`config.mk`:
```
export PLATFORM = sky130hd
export DESIGN_NAME = ppi_transaction_deframer
export DESIGN_NICKNAME = d
export VERILOG_FILES = /design/src/design/ptd_pkg.sv /design/src/design/ppi_transaction_deframer.sv /design/src/design/ptd_frame_parser.sv /design/src/design/ptd_field_decode.sv
export VERILOG_INCLUDE_DIRS = /design/src /design/src/design
export SDC_FILE = /design/constraint.sdc
export NUM_CORES = 1
export LEC_CHECK = 0
export ABC_AREA = 0
export BUFFER_PORTS_ARGS = -buffer_cell sky130_fd_sc_hd__buf_2
export CAP_MARGIN = 10
export CORE_ASPECT_RATIO = 1.25
export CORE_MARGIN = 2
export CORE_UTILIZATION = 60
export DETAILED_ROUTE_END_ITERATION = 8
export PLACE_DENSITY = 0.78
export SLEW_MARGIN = 20
export SYNTH_ARGS = -nofsm -noshare
export SYNTH_HDL_FRONTEND = slang
export SYNTH_SLANG_ARGS = --single-unit
export TNS_END_PERCENT = 30
```
`constraint.sdc`:
```
create_clock -name clk -period 4.25 [get_ports clk]
set_clock_uncertainty 0.2 [all_clocks]
set_input_delay 0.85 -clock clk [delete_from_list [all_inputs] [get_ports clk]]
set_output_delay 0.85 -clock clk [all_outputs]
set_load 0.01 [all_outputs]
```
`src/design/assert_macros.svh`:
```
// Assertion macros shared by the deframer RTL.
// Depends on clk and rst_n being visible in the module that uses them.
`ifndef ASSERT_MACROS_SVH
`define ASSERT_MACROS_SVH

// Same-cycle implication, checked out of reset.
`define PTD_ASSERT_IMPL(label, ante, cons, msg) \
  label: assert property (@(posedge clk) disable iff (!rst_n) (ante) |-> (cons)) \
    else $error(msg);

// Next-cycle implication, checked out of reset.
`define PTD_ASSERT_NEXT(label, ante, cons, msg) \
  label: assert property (@(posedge clk) disable iff (!rst_n) (ante) |=> (cons)) \
    else $error(msg);

`endif

```
`src/design/ptd_pkg.sv`:
```
// Shared types, codes and decode tables for the transaction deframer.
// No dependencies; used by every module of the block.
package ptd_pkg;

  // Input command codes.
  localparam logic [1:0] CMD_PANEL   = 2'd0;
  localparam logic [1:0] CMD_CTRL    = 2'd1;
  localparam logic [1:0] CMD_TIMEOUT = 2'd2;
  localparam logic [1:0] CMD_NONE    = 2'd3;

  // Frame kind codes.
  localparam logic [1:0] KIND_REQ  = 2'd0;
  localparam logic [1:0] KIND_ACK  = 2'd1;
  localparam logic [1:0] KIND_POLL = 2'd2;
  localparam logic [1:0] KIND_RESP = 2'd3;

  // Delimiters and signature bytes.
  localparam logic [7:0] LONG_DELIM  = 8'h68;
  localparam logic [7:0] END_DELIM   = 8'h16;
  localparam logic [7:0] SHORT_DELIM = 8'h10;
  localparam logic [7:0] POLL_CODE   = 8'h5C;
  localparam logic [7:0] ACK_BYTE    = 8'hE5;
  localparam logic [7:0] SIG_PROTO   = 8'h32;
  localparam logic [7:0] SIG_RESP_HD = 8'h08;
  localparam logic [7:0] SIG_REQ_JOB = 8'h01;
  localparam logic [7:0] SIG_RESP_AK = 8'h03;
  localparam logic [7:0] MIN_LONG_LE = 8'h03;

  // Function codes.
  localparam logic [7:0] FUNC_READ  = 8'h04;
  localparam logic [7:0] FUNC_WRITE = 8'h05;
  localparam logic [7:0] FUNC_FORCE = 8'h00;

  // Access kind codes.
  localparam logic [1:0] ACC_READ    = 2'd0;
  localparam logic [1:0] ACC_WRITE   = 2'd1;
  localparam logic [1:0] ACC_FORCE   = 2'd2;
  localparam logic [1:0] ACC_UNKNOWN = 2'd3;

  // Item type codes.
  localparam logic [7:0] TYPE_BIT      = 8'h01;
  localparam logic [7:0] TYPE_DWORD    = 8'h04;
  localparam logic [7:0] TYPE_COUNTER  = 8'h1E;
  localparam logic [7:0] TYPE_TIMER    = 8'h1F;
  localparam logic [7:0] TYPE_FAST_CNT = 8'h20;
  localparam logic [2:0] ITEM_COUNTER  = 3'd4;
  localparam logic [2:0] ITEM_TIMER    = 3'd5;
  localparam logic [2:0] ITEM_FAST_CNT = 3'd6;
  localparam logic [2:0] ITEM_UNKNOWN  = 3'd7;

  // Frame byte positions.
  localparam logic [8:0] POS_HUNT     = 9'd0;
  localparam logic [8:0] POS_LEN      = 9'd1;
  localparam logic [8:0] POS_LEN_REP  = 9'd2;
  localparam logic [8:0] POS_DELIM2   = 9'd3;
  localparam logic [8:0] POS_BODY     = 9'd4;
  localparam logic [8:0] POS_SHORT_CK = 9'd4;
  localparam logic [8:0] POS_SHORT_EN = 9'd5;
  localparam logic [8:0] POS_SIG_A    = 9'd6;
  localparam logic [8:0] POS_SIG_B    = 9'd7;
  localparam logic [8:0] POS_SIG_C    = 9'd8;
  localparam logic [8:0] POS_FUNC     = 9'd17;
  localparam logic [8:0] POS_TYPE     = 9'd22;
  localparam logic [8:0] POS_AREA     = 9'd27;
  localparam logic [8:0] POS_ADDR_HI  = 9'd28;
  localparam logic [8:0] POS_ADDR_MID = 9'd29;
  localparam logic [8:0] POS_ADDR_LO  = 9'd30;
  localparam logic [8:0] LONG_OVERHD  = 9'd5;
  localparam logic [8:0] LONG_EXTRA   = 9'd6;
  localparam logic [8:0] ACK_LEN      = 9'd1;
  localparam logic [8:0] POLL_LEN     = 9'd6;

  // Known memory area codes.
  localparam int AREA_COUNT = 11;
  localparam logic [7:0] AREA_TABLE [AREA_COUNT] = '{
    8'h04, 8'h05, 8'h06, 8'h07, 8'h1E, 8'h1F, 8'h20, 8'h81, 8'h82, 8'h83, 8'h84
  };

  typedef enum logic [1:0] {
    PH_IDLE      = 2'd0,
    PH_WAIT_ACK  = 2'd1,
    PH_WAIT_POLL = 2'd2,
    PH_WAIT_RESP = 2'd3
  } phase_t;

  typedef struct packed {
    logic [1:0] command;
    logic [7:0] rx_byte;
  } in_item_t;

  typedef struct packed {
    logic        frame_done;
    logic [1:0]  frame_kind;
    logic [8:0]  frame_length;
    logic        frame_error;
    logic [1:0]  phase;
    logic [1:0]  access_kind;
    logic [2:0]  item_type;
    logic [7:0]  area_code;
    logic        area_known;
    logic [20:0] byte_address;
  } out_item_t;

  // Captured request fields.
  typedef struct packed {
    logic [7:0]  func;
    logic [7:0]  itype;
    logic [7:0]  area;
    logic [23:0] addr;
  } cap_t;

  // Per-item frame status from the parser.
  typedef struct packed {
    logic       done;
    logic [1:0] kind;
    logic [8:0] length;
    logic       error;
    logic [1:0] phase;
  } frame_stat_t;

  // Decoded request fields.
  typedef struct packed {
    logic [1:0]  access_kind;
    logic [2:0]  item_type;
    logic [7:0]  area_code;
    logic        area_known;
    logic [20:0] byte_address;
  } dec_t;

endpackage

```
`src/design/ppi_transaction_deframer.sv`:
```
// Path: an accepted item passes through the input register and then the result register.
// Throughput: one byte per cycle; the parser state updates as an item moves into the
// result register, and a stalled result holds the input once the input register is full.
// Reset: synchronous, active low; phase idle, frame hunting, captures cleared.
// Depends on ptd_pkg, ptd_frame_parser, ptd_field_decode and assert_macros.svh.
`include "assert_macros.svh"

module ppi_transaction_deframer (
  input  logic               clk,
  input  logic               rst_n,
  input  logic               in_valid,
  output logic               in_ready,
  input  ptd_pkg::in_item_t  in_item,
  output logic               out_valid,
  input  logic               out_ready,
  output ptd_pkg::out_item_t out_item
);

  logic                 in_vld_r;
  ptd_pkg::in_item_t    in_item_r;
  logic                 out_vld_r;
  ptd_pkg::out_item_t   out_item_r, out_item_nxt;
  logic                 advance;
  ptd_pkg::frame_stat_t stat;
  ptd_pkg::cap_t        cap_nxt;
  ptd_pkg::dec_t        dec;

  // An item moves on when the result register is empty or being drained.
  assign advance  = in_vld_r && (!out_vld_r || out_ready);
  assign in_ready = !in_vld_r || advance;

  // Input register.
  always_ff @(posedge clk) begin
    if (!rst_n) begin
      in_vld_r <= 1'b0;
    end else if (in_ready) begin
      in_vld_r <= in_valid;
    end
    if (in_ready && in_valid) begin
      in_item_r <= in_item;
    end
  end

  ptd_frame_parser u_parser (
    .clk     (clk),
    .rst_n   (rst_n),
    .step_en (advance),
    .item    (in_item_r),
    .stat    (stat),
    .cap_nxt (cap_nxt)
  );

  ptd_field_decode u_decode (
    .cap (cap_nxt),
    .dec (dec)
  );

  // Assemble the result item.
  always_comb begin
    out_item_nxt.frame_done   = stat.done;
    out_item_nxt.frame_kind   = stat.kind;
    out_item_nxt.frame_length = stat.length;
    out_item_nxt.frame_error  = stat.error;
    out_item_nxt.phase        = stat.phase;
    out_item_nxt.access_kind  = dec.access_kind;
    out_item_nxt.item_type    = dec.item_type;
    out_item_nxt.area_code    = dec.area_code;
    out_item_nxt.area_known   = dec.area_known;
    out_item_nxt.byte_address = dec.byte_address;
  end

  // Result register.
  always_ff @(posedge clk) begin
    if (!rst_n) begin
      out_vld_r <= 1'b0;
    end else if (advance) begin
      out_vld_r <= 1'b1;
    end else if (out_ready) begin
      out_vld_r <= 1'b0;
    end
    if (advance) begin
      out_item_r <= out_item_nxt;
    end
  end

  assign out_valid = out_vld_r;
  assign out_item  = out_item_r;

  // A frame never completes and fails on the same byte.
  `PTD_ASSERT_IMPL(a_done_err_excl, out_vld_r, !(out_item_r.frame_done && out_item_r.frame_error), "frame_done and frame_error both set")
  // A length is reported exactly when a frame completes.
  `PTD_ASSERT_IMPL(a_len_iff_done, out_vld_r, (out_item_r.frame_done == (out_item_r.frame_length != 9'd0)), "frame_length does not match frame_done")
  // A held item with a stalled result blocks the input.
  `PTD_ASSERT_IMPL(a_stall_blocks, in_vld_r && out_vld_r && !out_ready, !in_ready, "input taken while both stages are full")
  // Every item that moves on shows up as a valid result.
  `PTD_ASSERT_NEXT(a_advance_out, advance, out_vld_r, "moved item not presented as result")

endmodule

```
`src/design/ptd_frame_parser.sv`:
```
// Byte-level frame parser and transaction phase tracker.
// Depends on ptd_pkg.
module ptd_frame_parser (
  input  logic              clk,
  input  logic              rst_n,
  input  logic              step_en,
  input  ptd_pkg::in_item_t item,
  output ptd_pkg::frame_stat_t stat,
  output ptd_pkg::cap_t     cap_nxt
);

  typedef enum logic [1:0] {
    RES_NONE = 2'd0,
    RES_OK   = 2'd1,
    RES_FAIL = 2'd2
  } res_t;

  ptd_pkg::phase_t phase_r, phase_nxt;
  logic [8:0]      pos_r, pos_nxt;
  logic [7:0]      len_r, len_nxt;
  logic [7:0]      sum_r, sum_nxt;
  logic            sig_r, sig_nxt;
  ptd_pkg::cap_t   cap_r;

  logic [7:0]      b;
  logic            req;
  logic [8:0]      pos_inc;
  logic [8:0]      last;

  logic [8:0]      lg_pos;
  logic [7:0]      lg_len;
  logic [7:0]      lg_sum;
  logic            lg_sig;
  logic            lg_chk;
  ptd_pkg::cap_t   lg_cap;
  res_t            lg_res;

  logic [8:0]      sh_pos;
  logic [7:0]      sh_sum;
  logic            sh_sig;
  res_t            sh_res;

  assign b       = item.rx_byte;
  assign req     = (phase_r == ptd_pkg::PH_IDLE);
  assign pos_inc = pos_r + 9'd1;
  assign last    = ptd_pkg::LONG_OVERHD + {1'b0, len_r};

  // Long frame step: header hunt, signature checks, captures, FCS and end.
  always_comb begin
    lg_pos = pos_r;
    lg_len = len_r;
    lg_sum = sum_r;
    lg_sig = sig_r;
    lg_chk = sig_r;
    lg_cap = cap_r;
    lg_res = RES_NONE;
    if (pos_r == ptd_pkg::POS_HUNT) begin
      if (b == ptd_pkg::LONG_DELIM) begin
        lg_pos = ptd_pkg::POS_LEN;
        lg_sum = 8'd0;
        lg_sig = 1'b1;
        if (req) begin
          lg_cap = '0;
        end
      end
    end else if (pos_r == ptd_pkg::POS_LEN) begin
      lg_len = b;
      lg_pos = ptd_pkg::POS_LEN_REP;
    end else if (pos_r == ptd_pkg::POS_LEN_REP) begin
      lg_pos = (b == len_r) ? ptd_pkg::POS_DELIM2 : ptd_pkg::POS_HUNT;
    end else if (pos_r == ptd_pkg::POS_DELIM2) begin
      lg_pos = (b == ptd_pkg::LONG_DELIM) ? ptd_pkg::POS_BODY : ptd_pkg::POS_HUNT;
    end else begin
      if (req) begin
        if (pos_r == ptd_pkg::POS_SIG_B && b != ptd_pkg::SIG_PROTO) lg_chk = 1'b0;
        if (pos_r == ptd_pkg::POS_SIG_C && b != ptd_pkg::SIG_REQ_JOB) lg_chk = 1'b0;
        if (pos_r == ptd_pkg::POS_FUNC) lg_cap.func = b;
        if (pos_r == ptd_pkg::POS_TYPE) lg_cap.itype = b;
        if (pos_r == ptd_pkg::POS_AREA) lg_cap.area = b;
        if (pos_r == ptd_pkg::POS_ADDR_HI) lg_cap.addr = cap_r.addr | {b, 16'h0000};
        if (pos_r == ptd_pkg::POS_ADDR_MID) lg_cap.addr = cap_r.addr | {8'h00, b, 8'h00};
        if (pos_r == ptd_pkg::POS_ADDR_LO) lg_cap.addr = cap_r.addr | {16'h0000, b};
      end else begin
        if (pos_r == ptd_pkg::POS_SIG_A && b != ptd_pkg::SIG_RESP_HD) lg_chk = 1'b0;
        if (pos_r == ptd_pkg::POS_SIG_B && b != ptd_pkg::SIG_PROTO) lg_chk = 1'b0;
        if (pos_r == ptd_pkg::POS_SIG_C && b != ptd_pkg::SIG_RESP_AK) lg_chk = 1'b0;
      end
      if (pos_inc < last) begin
        lg_sum = sum_r + b;
        lg_pos = pos_inc;
        lg_sig = lg_chk;
      end else if (pos_inc == last) begin
        lg_sig = lg_chk && (b == sum_r);
        lg_pos = pos_inc;
      end else begin
        lg_sig = lg_chk && (b == ptd_pkg::END_DELIM) && (len_r >= ptd_pkg::MIN_LONG_LE);
        lg_pos = ptd_pkg::POS_HUNT;
        lg_res = lg_sig ? RES_OK : RES_FAIL;
      end
    end
  end

  // Short poll frame step.
  always_comb begin
    sh_pos = pos_r;
    sh_sum = sum_r;
    sh_sig = sig_r;
    sh_res = RES_NONE;
    if (pos_r == ptd_pkg::POS_HUNT) begin
      if (b == ptd_pkg::SHORT_DELIM) begin
        sh_pos = ptd_pkg::POS_LEN;
        sh_sum = 8'd0;
        sh_sig = 1'b1;
      end
    end else if (pos_r == ptd_pkg::POS_LEN || pos_r == ptd_pkg::POS_LEN_REP) begin
      sh_sum = sum_r + b;
      sh_pos = pos_inc;
    end else if (pos_r == ptd_pkg::POS_DELIM2) begin
      if (b == ptd_pkg::POLL_CODE) begin
        sh_sum = sum_r + b;
        sh_pos = ptd_pkg::POS_SHORT_CK;
      end else begin
        sh_pos = ptd_pkg::POS_HUNT;
      end
    end else if (pos_r == ptd_pkg::POS_SHORT_CK) begin
      sh_sig = sig_r && (b == sum_r);
      sh_pos = ptd_pkg::POS_SHORT_EN;
    end else begin
      sh_sig = sig_r && (b == ptd_pkg::END_DELIM);
      sh_pos = ptd_pkg::POS_HUNT;
      sh_res = sh_sig ? RES_OK : RES_FAIL;
    end
  end

  // Transaction phase tracking and selection of the frame step.
  always_comb begin
    phase_nxt   = phase_r;
    pos_nxt     = pos_r;
    len_nxt     = len_r;
    sum_nxt     = sum_r;
    sig_nxt     = sig_r;
    cap_nxt     = cap_r;
    stat        = '0;
    if (item.command == ptd_pkg::CMD_TIMEOUT) begin
      phase_nxt = ptd_pkg::PH_IDLE;
      pos_nxt   = ptd_pkg::POS_HUNT;
      sum_nxt   = 8'd0;
      sig_nxt   = 1'b1;
    end else if (item.command != ptd_pkg::CMD_NONE) begin
      unique case (phase_r)
        ptd_pkg::PH_IDLE: begin
          if (item.command == ptd_pkg::CMD_PANEL) begin
            pos_nxt = lg_pos;
            len_nxt = lg_len;
            sum_nxt = lg_sum;
            sig_nxt = lg_sig;
            cap_nxt = lg_cap;
            stat.kind = ptd_pkg::KIND_REQ;
            if (lg_res == RES_OK) begin
              stat.done   = 1'b1;
              stat.length = {1'b0, lg_len} + ptd_pkg::LONG_EXTRA;
              phase_nxt   = ptd_pkg::PH_WAIT_ACK;
            end else if (lg_res == RES_FAIL) begin
              stat.error = 1'b1;
            end
          end
        end
        ptd_pkg::PH_WAIT_ACK: begin
          if (item.command == ptd_pkg::CMD_CTRL && b == ptd_pkg::ACK_BYTE) begin
            stat.done   = 1'b1;
            stat.kind   = ptd_pkg::KIND_ACK;
            stat.length = ptd_pkg::ACK_LEN;
            phase_nxt   = ptd_pkg::PH_WAIT_POLL;
            pos_nxt     = ptd_pkg::POS_HUNT;
          end
        end
        ptd_pkg::PH_WAIT_POLL: begin
          if (item.command == ptd_pkg::CMD_PANEL) begin
            pos_nxt = sh_pos;
            sum_nxt = sh_sum;
            sig_nxt = sh_sig;
            if (sh_res != RES_NONE) stat.kind = ptd_pkg::KIND_POLL;
            if (sh_res == RES_OK) begin
              stat.done   = 1'b1;
              stat.length = ptd_pkg::POLL_LEN;
              phase_nxt   = ptd_pkg::PH_WAIT_RESP;
            end else if (sh_res == RES_FAIL) begin
              stat.error = 1'b1;
            end
          end
        end
        ptd_pkg::PH_WAIT_RESP: begin
          if (item.command == ptd_pkg::CMD_CTRL) begin
            pos_nxt = lg_pos;
            len_nxt = lg_len;
            sum_nxt = lg_sum;
            sig_nxt = lg_sig;
            if (lg_res != RES_NONE) stat.kind = ptd_pkg::KIND_RESP;
            if (lg_res == RES_OK) begin
              stat.done   = 1'b1;
              stat.length = {1'b0, lg_len} + ptd_pkg::LONG_EXTRA;
              phase_nxt   = ptd_pkg::PH_IDLE;
            end else if (lg_res == RES_FAIL) begin
              stat.error = 1'b1;
            end
          end
        end
        default: begin
          phase_nxt = ptd_pkg::PH_IDLE;
        end
      endcase
    end
    stat.phase = phase_nxt;
  end

  // Parser state advances once per item taken.
  always_ff @(posedge clk) begin
    if (!rst_n) begin
      phase_r <= ptd_pkg::PH_IDLE;
      pos_r   <= ptd_pkg::POS_HUNT;
      len_r   <= 8'd0;
      sum_r   <= 8'd0;
      sig_r   <= 1'b1;
      cap_r   <= '0;
    end else if (step_en) begin
      phase_r <= phase_nxt;
      pos_r   <= pos_nxt;
      len_r   <= len_nxt;
      sum_r   <= sum_nxt;
      sig_r   <= sig_nxt;
      cap_r   <= cap_nxt;
    end
  end

endmodule

```
`src/design/ptd_field_decode.sv`:
```
// Decoder from captured request bytes to access kind, item type and area.
// Depends on ptd_pkg.
module ptd_field_decode (
  input  ptd_pkg::cap_t cap,
  output ptd_pkg::dec_t dec
);

  logic [1:0] acc_kind;
  logic [2:0] itm_type;
  logic       hit;

  // Access kind from the function code.
  always_comb begin
    if (cap.func == ptd_pkg::FUNC_READ) begin
      acc_kind = ptd_pkg::ACC_READ;
    end else if (cap.func == ptd_pkg::FUNC_WRITE) begin
      acc_kind = ptd_pkg::ACC_WRITE;
    end else if (cap.func == ptd_pkg::FUNC_FORCE) begin
      acc_kind = ptd_pkg::ACC_FORCE;
    end else begin
      acc_kind = ptd_pkg::ACC_UNKNOWN;
    end
  end

  // Item type: bit through dword map down by one; counters and timers are named.
  always_comb begin
    if (cap.itype >= ptd_pkg::TYPE_BIT && cap.itype <= ptd_pkg::TYPE_DWORD) begin
      itm_type = 3'(cap.itype - ptd_pkg::TYPE_BIT);
    end else if (cap.itype == ptd_pkg::TYPE_COUNTER) begin
      itm_type = ptd_pkg::ITEM_COUNTER;
    end else if (cap.itype == ptd_pkg::TYPE_TIMER) begin
      itm_type = ptd_pkg::ITEM_TIMER;
    end else if (cap.itype == ptd_pkg::TYPE_FAST_CNT) begin
      itm_type = ptd_pkg::ITEM_FAST_CNT;
    end else begin
      itm_type = ptd_pkg::ITEM_UNKNOWN;
    end
  end

  // Area lookup: parallel compares against the known-area table.
  always_comb begin
    hit = 1'b0;
    for (int i = 0; i < ptd_pkg::AREA_COUNT; i++) begin
      if (ptd_pkg::AREA_TABLE[i] == cap.area) hit = 1'b1;
    end
  end

  // Pack the decoded fields; the byte address drops the three bit-select bits.
  assign dec = {acc_kind, itm_type, cap.area, hit, cap.addr[23:3]};

endmodule

```
# ---- Yosys cells after proc, flatten, opt, wreduce, memory -nomap -nowiden
# Cells that the tools add are included.
dict set report totals {
  mem_count 0
  regBits 138
  latch_bits 0
  rom_bits 0
  out_inout_bits 52
  ramBits 0
}
dict set report op_classes {
  n_eq_ne 66
  shifts 0
  n_addsub 5
  bitwise_logic 5
  multipliers 0
  magnitude_cmp 4
  n_div 0
  mux 134
  reduce_logical 37
}
# cell n
set ops {}
lappend ops {{$mux 48} 9}
lappend ops {{$mux 8} 23}
lappend ops {{$mux 9} 18}
lappend ops {{$mux 24} 3}
lappend ops {{$eq 9x5->1 const B} 6}
lappend ops {{$mux 2} 24}
lappend ops {{$pmux 12 s4} 1}
lappend ops {{$mux 1} 39}
lappend ops {{$mux 13} 3}
lappend ops {{$pmux 9 s4} 1}
lappend ops {{$eq 3x8->1 const A} 4}
lappend ops {{$eq 8x5->1 const B} 4}
lappend ops {{$eq 8x8->1 const A} 4}
lappend ops {{$eq 9x3->1 const B} 3}
lappend ops {{$or 24x16->24} 1}
lappend ops {{$or 24x24->24} 1}
lappend ops {{$or 24x8->24} 1}
lappend ops {{$pmux 8 s3} 1}
lappend ops {{$mux 3} 7}
lappend ops {{$eq 9x2->1 const B} 2}
lappend ops {{$reduce_and 9->1} 2}
lappend ops {{$eq 5x8->1 const A} 2}
lappend ops {{$eq 8x3->1 const B} 2}
lappend ops {{$eq 8x7->1 const B} 2}
lappend ops {{47 further kinds} 88}

# ---- Longest topological paths before layout
dict set report logic_depth {
  ltp_word 25
  ltp_mapped 14
  depth_no_buf 12
}

# ---- Cells and area by module
# A second synthesis with hierarchy kept.
dict set report unflattened {
  cells_unflattened 910
  hier_area_um2 8419.3
}
# module area_each_um2 seq_area_each_um2 cells_per_inst instances
set modules_own_cells {}
lappend modules_own_cells {ptd_frame_parser 6003.3 1521.5 772 1}
lappend modules_own_cells {ppi_transaction_deframer 1905.6 1841.8 69 1}
lappend modules_own_cells {ptd_field_decode 510.5 0.0 69 1}

# ---- Least setup slack after synthesis
# OpenSTA, ideal clock, no wires.
dict set report synth_timing {
  path_type {in2reg}
  from {in out_ready}
  to {reg out_item_r, in the netlist out_item[0], enable pin}
  n_path_buf 3
  slack_ns 0.506
  setup_time_ns 0.434
  cell_stages 6
  required_time_ns 3.616
  arrival_time_ns 3.110
  cell_sequence {nor2b_1 -> nand2b_1 -> clkbuf_1 -> inv_1 -> clkbuf_1 -> clkbuf_1}
}
dict set report synth_via {
  elab_chain_cells 2
}
# element line
set synth_lines {}
lappend synth_lines {{from (decl)} ppi_transaction_deframer.sv:15} ;# input logic out_ready,
lappend synth_lines {{$logic_or 1x1->1} ppi_transaction_deframer.sv:29} ;# assign advance = in_vld_r && (!out_vld_r || out_ready);
lappend synth_lines {{$logic_and 1x1->1} ppi_transaction_deframer.sv:29}
lappend synth_lines {{via advance} ppi_transaction_deframer.sv:23} ;# logic advance;
lappend synth_lines {{to (signal assigned)} ppi_transaction_deframer.sv:82} ;# out_item_r <= out_item_nxt;
lappend synth_lines {{to (decl)} ppi_transaction_deframer.sv:22} ;# ptd_pkg::out_item_t out_item_r, out_item_nxt;
# The timed path passes the listed nets, and every way through them passes these cells.
# A chain may end at the register's enable or synchronous reset.

==> flow_metrics.env <==
export IMPL_dr_total_vias=7114
export IMPL_synth_edf_count=60
export IMPL_dr_pass1_iters=6
export IMPL_synthMostInstantiatedCell="nor2_1"
export IMPL_htreeDepth=4
export IMPL_numPortBuffers=65
export IMPL_dieArea_mm2=0.0138
export IMPL_yosysSeqAreaShare_pct=42.9
export IMPL_crit_path_start_kind="register"
export IMPL_synthFlopType="dfxtp_1"
export IMPL_postRouteAntennaNets=0
export IMPL_post_cts_buffers=0
export IMPL_cts_tree="done"
export IMPL_die_h_um=131
export IMPL_clockBufferDepth=2
export IMPL_syn_cell_area_mm2=0.00770
export IMPL_rsz0062_at_grt="no"
export IMPL_critPathCaptureType="register"
export IMPL_grt_pass1_vias=6925
export IMPL_hold_viol_final=0
export IMPL_grt_max_degree=97
export IMPL_coreArea_mm2=0.0126
export IMPL_setup_viol=0
export IMPL_numCtsBuffers=17
export IMPL_drive_above_1_share_pct=16.2
export IMPL_grt_first_pass_wirelength_um=35000
export IMPL_wl_per_cell_um=20.2
export IMPL_overflow=0
export IMPL_fmax_mhz=260
export IMPL_holdWs_ns=0.260
export IMPL_fillCellCount=955
export IMPL_avgSynthCellArea_um2=8.97
export IMPL_dp_slack_ns=0.357
export IMPL_synth_seq_cells=135
export IMPL_place_area_mm2=0.00823
export IMPL_drv_cap=0
export IMPL_peakVddDrop_uv=272
export IMPL_cts_root_buf="clkbuf_16"
export IMPL_maxSlewHeadroom_pct=34.1
export IMPL_synthTopCellsByArea="edfxtp_1 23%, dfxtp_1 19%, nor2_1 5.1%"
export IMPL_fin_crit_ns=3.84
export IMPL_grt_use_total_pct=32.6
export IMPL_async_flop_share_pct=0
export IMPL_fp_dieW_um=105
export IMPL_synthTopCellsByCount="105 x nor2_1, 95 x nand2_1, 75 x dfxtp_1"
export IMPL_drc=0
export IMPL_fin_crit_sh_pct=90.4
export IMPL_worst_pin_slew_ns=0.984
export IMPL_fin_cells=1095
export IMPL_crit_fanout=10
export IMPL_p_per_area_mw_per_mm2=368
export IMPL_io_pins=66
export IMPL_stdcell_area_mm2=0.00888
export IMPL_drtIter0Drc=676
export IMPL_placed_cells=1062
export IMPL_register_area_mm2=0.00330
export IMPL_status="finished clean"
export IMPL_cts_resized=0
export IMPL_syn_inst=859
export IMPL_antenna_found_initial=0
export IMPL_crit_required_ns=4.22
export IMPL_initial_core_util_pct=61.1
export IMPL_vias_per_cell=6.50
export IMPL_n_antenna_cell=0
export IMPL_multi_input_area_mm2=0.00406
export IMPL_setup_tns_ns=0
export IMPL_fin_ws_ns=0.408
export IMPL_reg2reg_setup_slack_ns=0.41
export IMPL_finalMaxSlewViolations=0
export IMPL_synthDistinctLibCells=78
export IMPL_crit_arrival_ns=3.82
export IMPL_totalPowerFinal_mw=3.27
export IMPL_synth_fp_nets=905
export IMPL_post_route_util_pct=70.4
export IMPL_path_class="register to register"
export IMPL_area_delta_synth_final_pct=15.2
export IMPL_numClockSinks=135
export IMPL_hold_class="register to register"
export IMPL_path_clk_slew_ns=0.06
export IMPL_synth_top_area_share_pct=23.4
export IMPL_hold_buffers=0
export IMPL_clkLatencyLatePin_ns=0.43
export IMPL_yosysTopAreaCell="edfxtp_1"
export IMPL_nets=960
export IMPL_power_leakage_nw=3.32
export IMPL_hpwl_um=15300
export IMPL_placementRows=46
export IMPL_place_congestion=1.03
export IMPL_yosys_warnings=0
export IMPL_wl_um=22200
-- registers in the layout, indices dropped and copies added, names as in the netlist --
| register | count |
|---|---|
| u_parser.pos_r | 9 |
| u_parser.sig_r | 1 |
| u_parser.sum_r | 8 |
| in_vld_r | 1 |
| u_parser.len_r | 8 |
| out_valid | 1 |
| u_parser.cap_r | 45 |
| in_item_r | 10 |
| u_parser.phase_r | 2 |
| out_item | 50 |
-- where the power goes --
part	total, mW	leakage, nW	switching (mW)	internal [mW]
Sequential	1.43	1.16	0.0269	1.40
Clock	1.55	0.304	0.585	0.961
Combinational	0.296	1.85	0.194	0.103
-- cell usage in the layout (no fill, tap or decap), types with 5 or more instances in the layout --
cell type    n
nand4_1     11
dfxtp_1     75
nand4b_1     5
nand3b_1     5
o22ai_1      5
o21a_1       7
and3_1       7
o211ai_1     5
a22oi_1     15
buf_2       65
nor3_1      29
a21oi_1     51
a22o_1       7
nor2_1     105
o31ai_1     10
ha_1        31
buf_4       30
o21ai_0     27
nor4b_1      6
and2_1       6
a31oi_1      8
nor4_1       5
clkbuf_16   17
mux2i_1     11
a32o_1      16
inv_1       25
a32oi_1      8
a211oi_1    15
nand2b_1    12
xnor2_1     21
nand3_1     27
nand2_1     95
xor2_1      13
edfxtp_1    60
-- critical path, cell delays in order (launching register included) --
cell and delay, ns:
edfxtp_1 0.59, or4b_4 0.59, nor4_4 0.40, nand2_1 0.22, a21o_1 0.22, a22oi_1 0.37, ha_1 0.26, nor2b_1 0.06
nor4b_1 0.28, a211oi_1 0.09, o32a_1 0.30
-- worst paths after layout --
path	from	end	cells past startpoint
worst max-delay path	in_item_r[1]$_DFFE_PP_	out_item[30]$_DFFE_PP_	10
worst min-delay path	u_parser.cap_r[19]$_SDFFE_PN0P_	u_parser.cap_r[19]$_SDFFE_PN0P_	2
worst max register to register	in_item_r[1]$_DFFE_PP_	out_item[30]$_DFFE_PP_	10
worst min register to register	u_parser.cap_r[19]$_SDFFE_PN0P_	u_parser.cap_r[19]$_SDFFE_PN0P_	2
-- cell type report --
| class | count | share of cell area (%) |
|---|---|---|
| flip-flops and latches | 135 | 37.2 |
| inverters | 28 | 1.20 |
| multi-input cells | 636 | 45.7 |
| clock buffers | 19 | 5.10 |
| well taps | 168 | 2.37 |
| clock inverters | 13 | 1.87 |
| repair buffers | 96 | 6.51 |
-- per-layer routing --
layer / part of all wire (%) / track usage [%] / vias to the layer above / routed length, µm
met1: 39 / 38.7 / 3383 / 8540
met3: 8.4 / 7.39 / 67 / 1850
met4: 3.1 / 14.2 / 0 / 685
met2: 50 / 56.9 / 402 / 11100
met5: 0 / 0 / - / 0
li1: - / - / 3262 / -
-- cells by family after synthesis --
kind of cell | Yosys count | synth area share [%]
buf+inv | 88 | 4.42
compound gates | 208 | 18.9
mux | 14 | 1.87
simple gates | 348 | 22.8
xor+xnor | 34 | 3.86
fa+ha+maj | 32 | 5.29
flops | 135 | 42.9
Note: power is estimated with default switching activity, not from simulation.
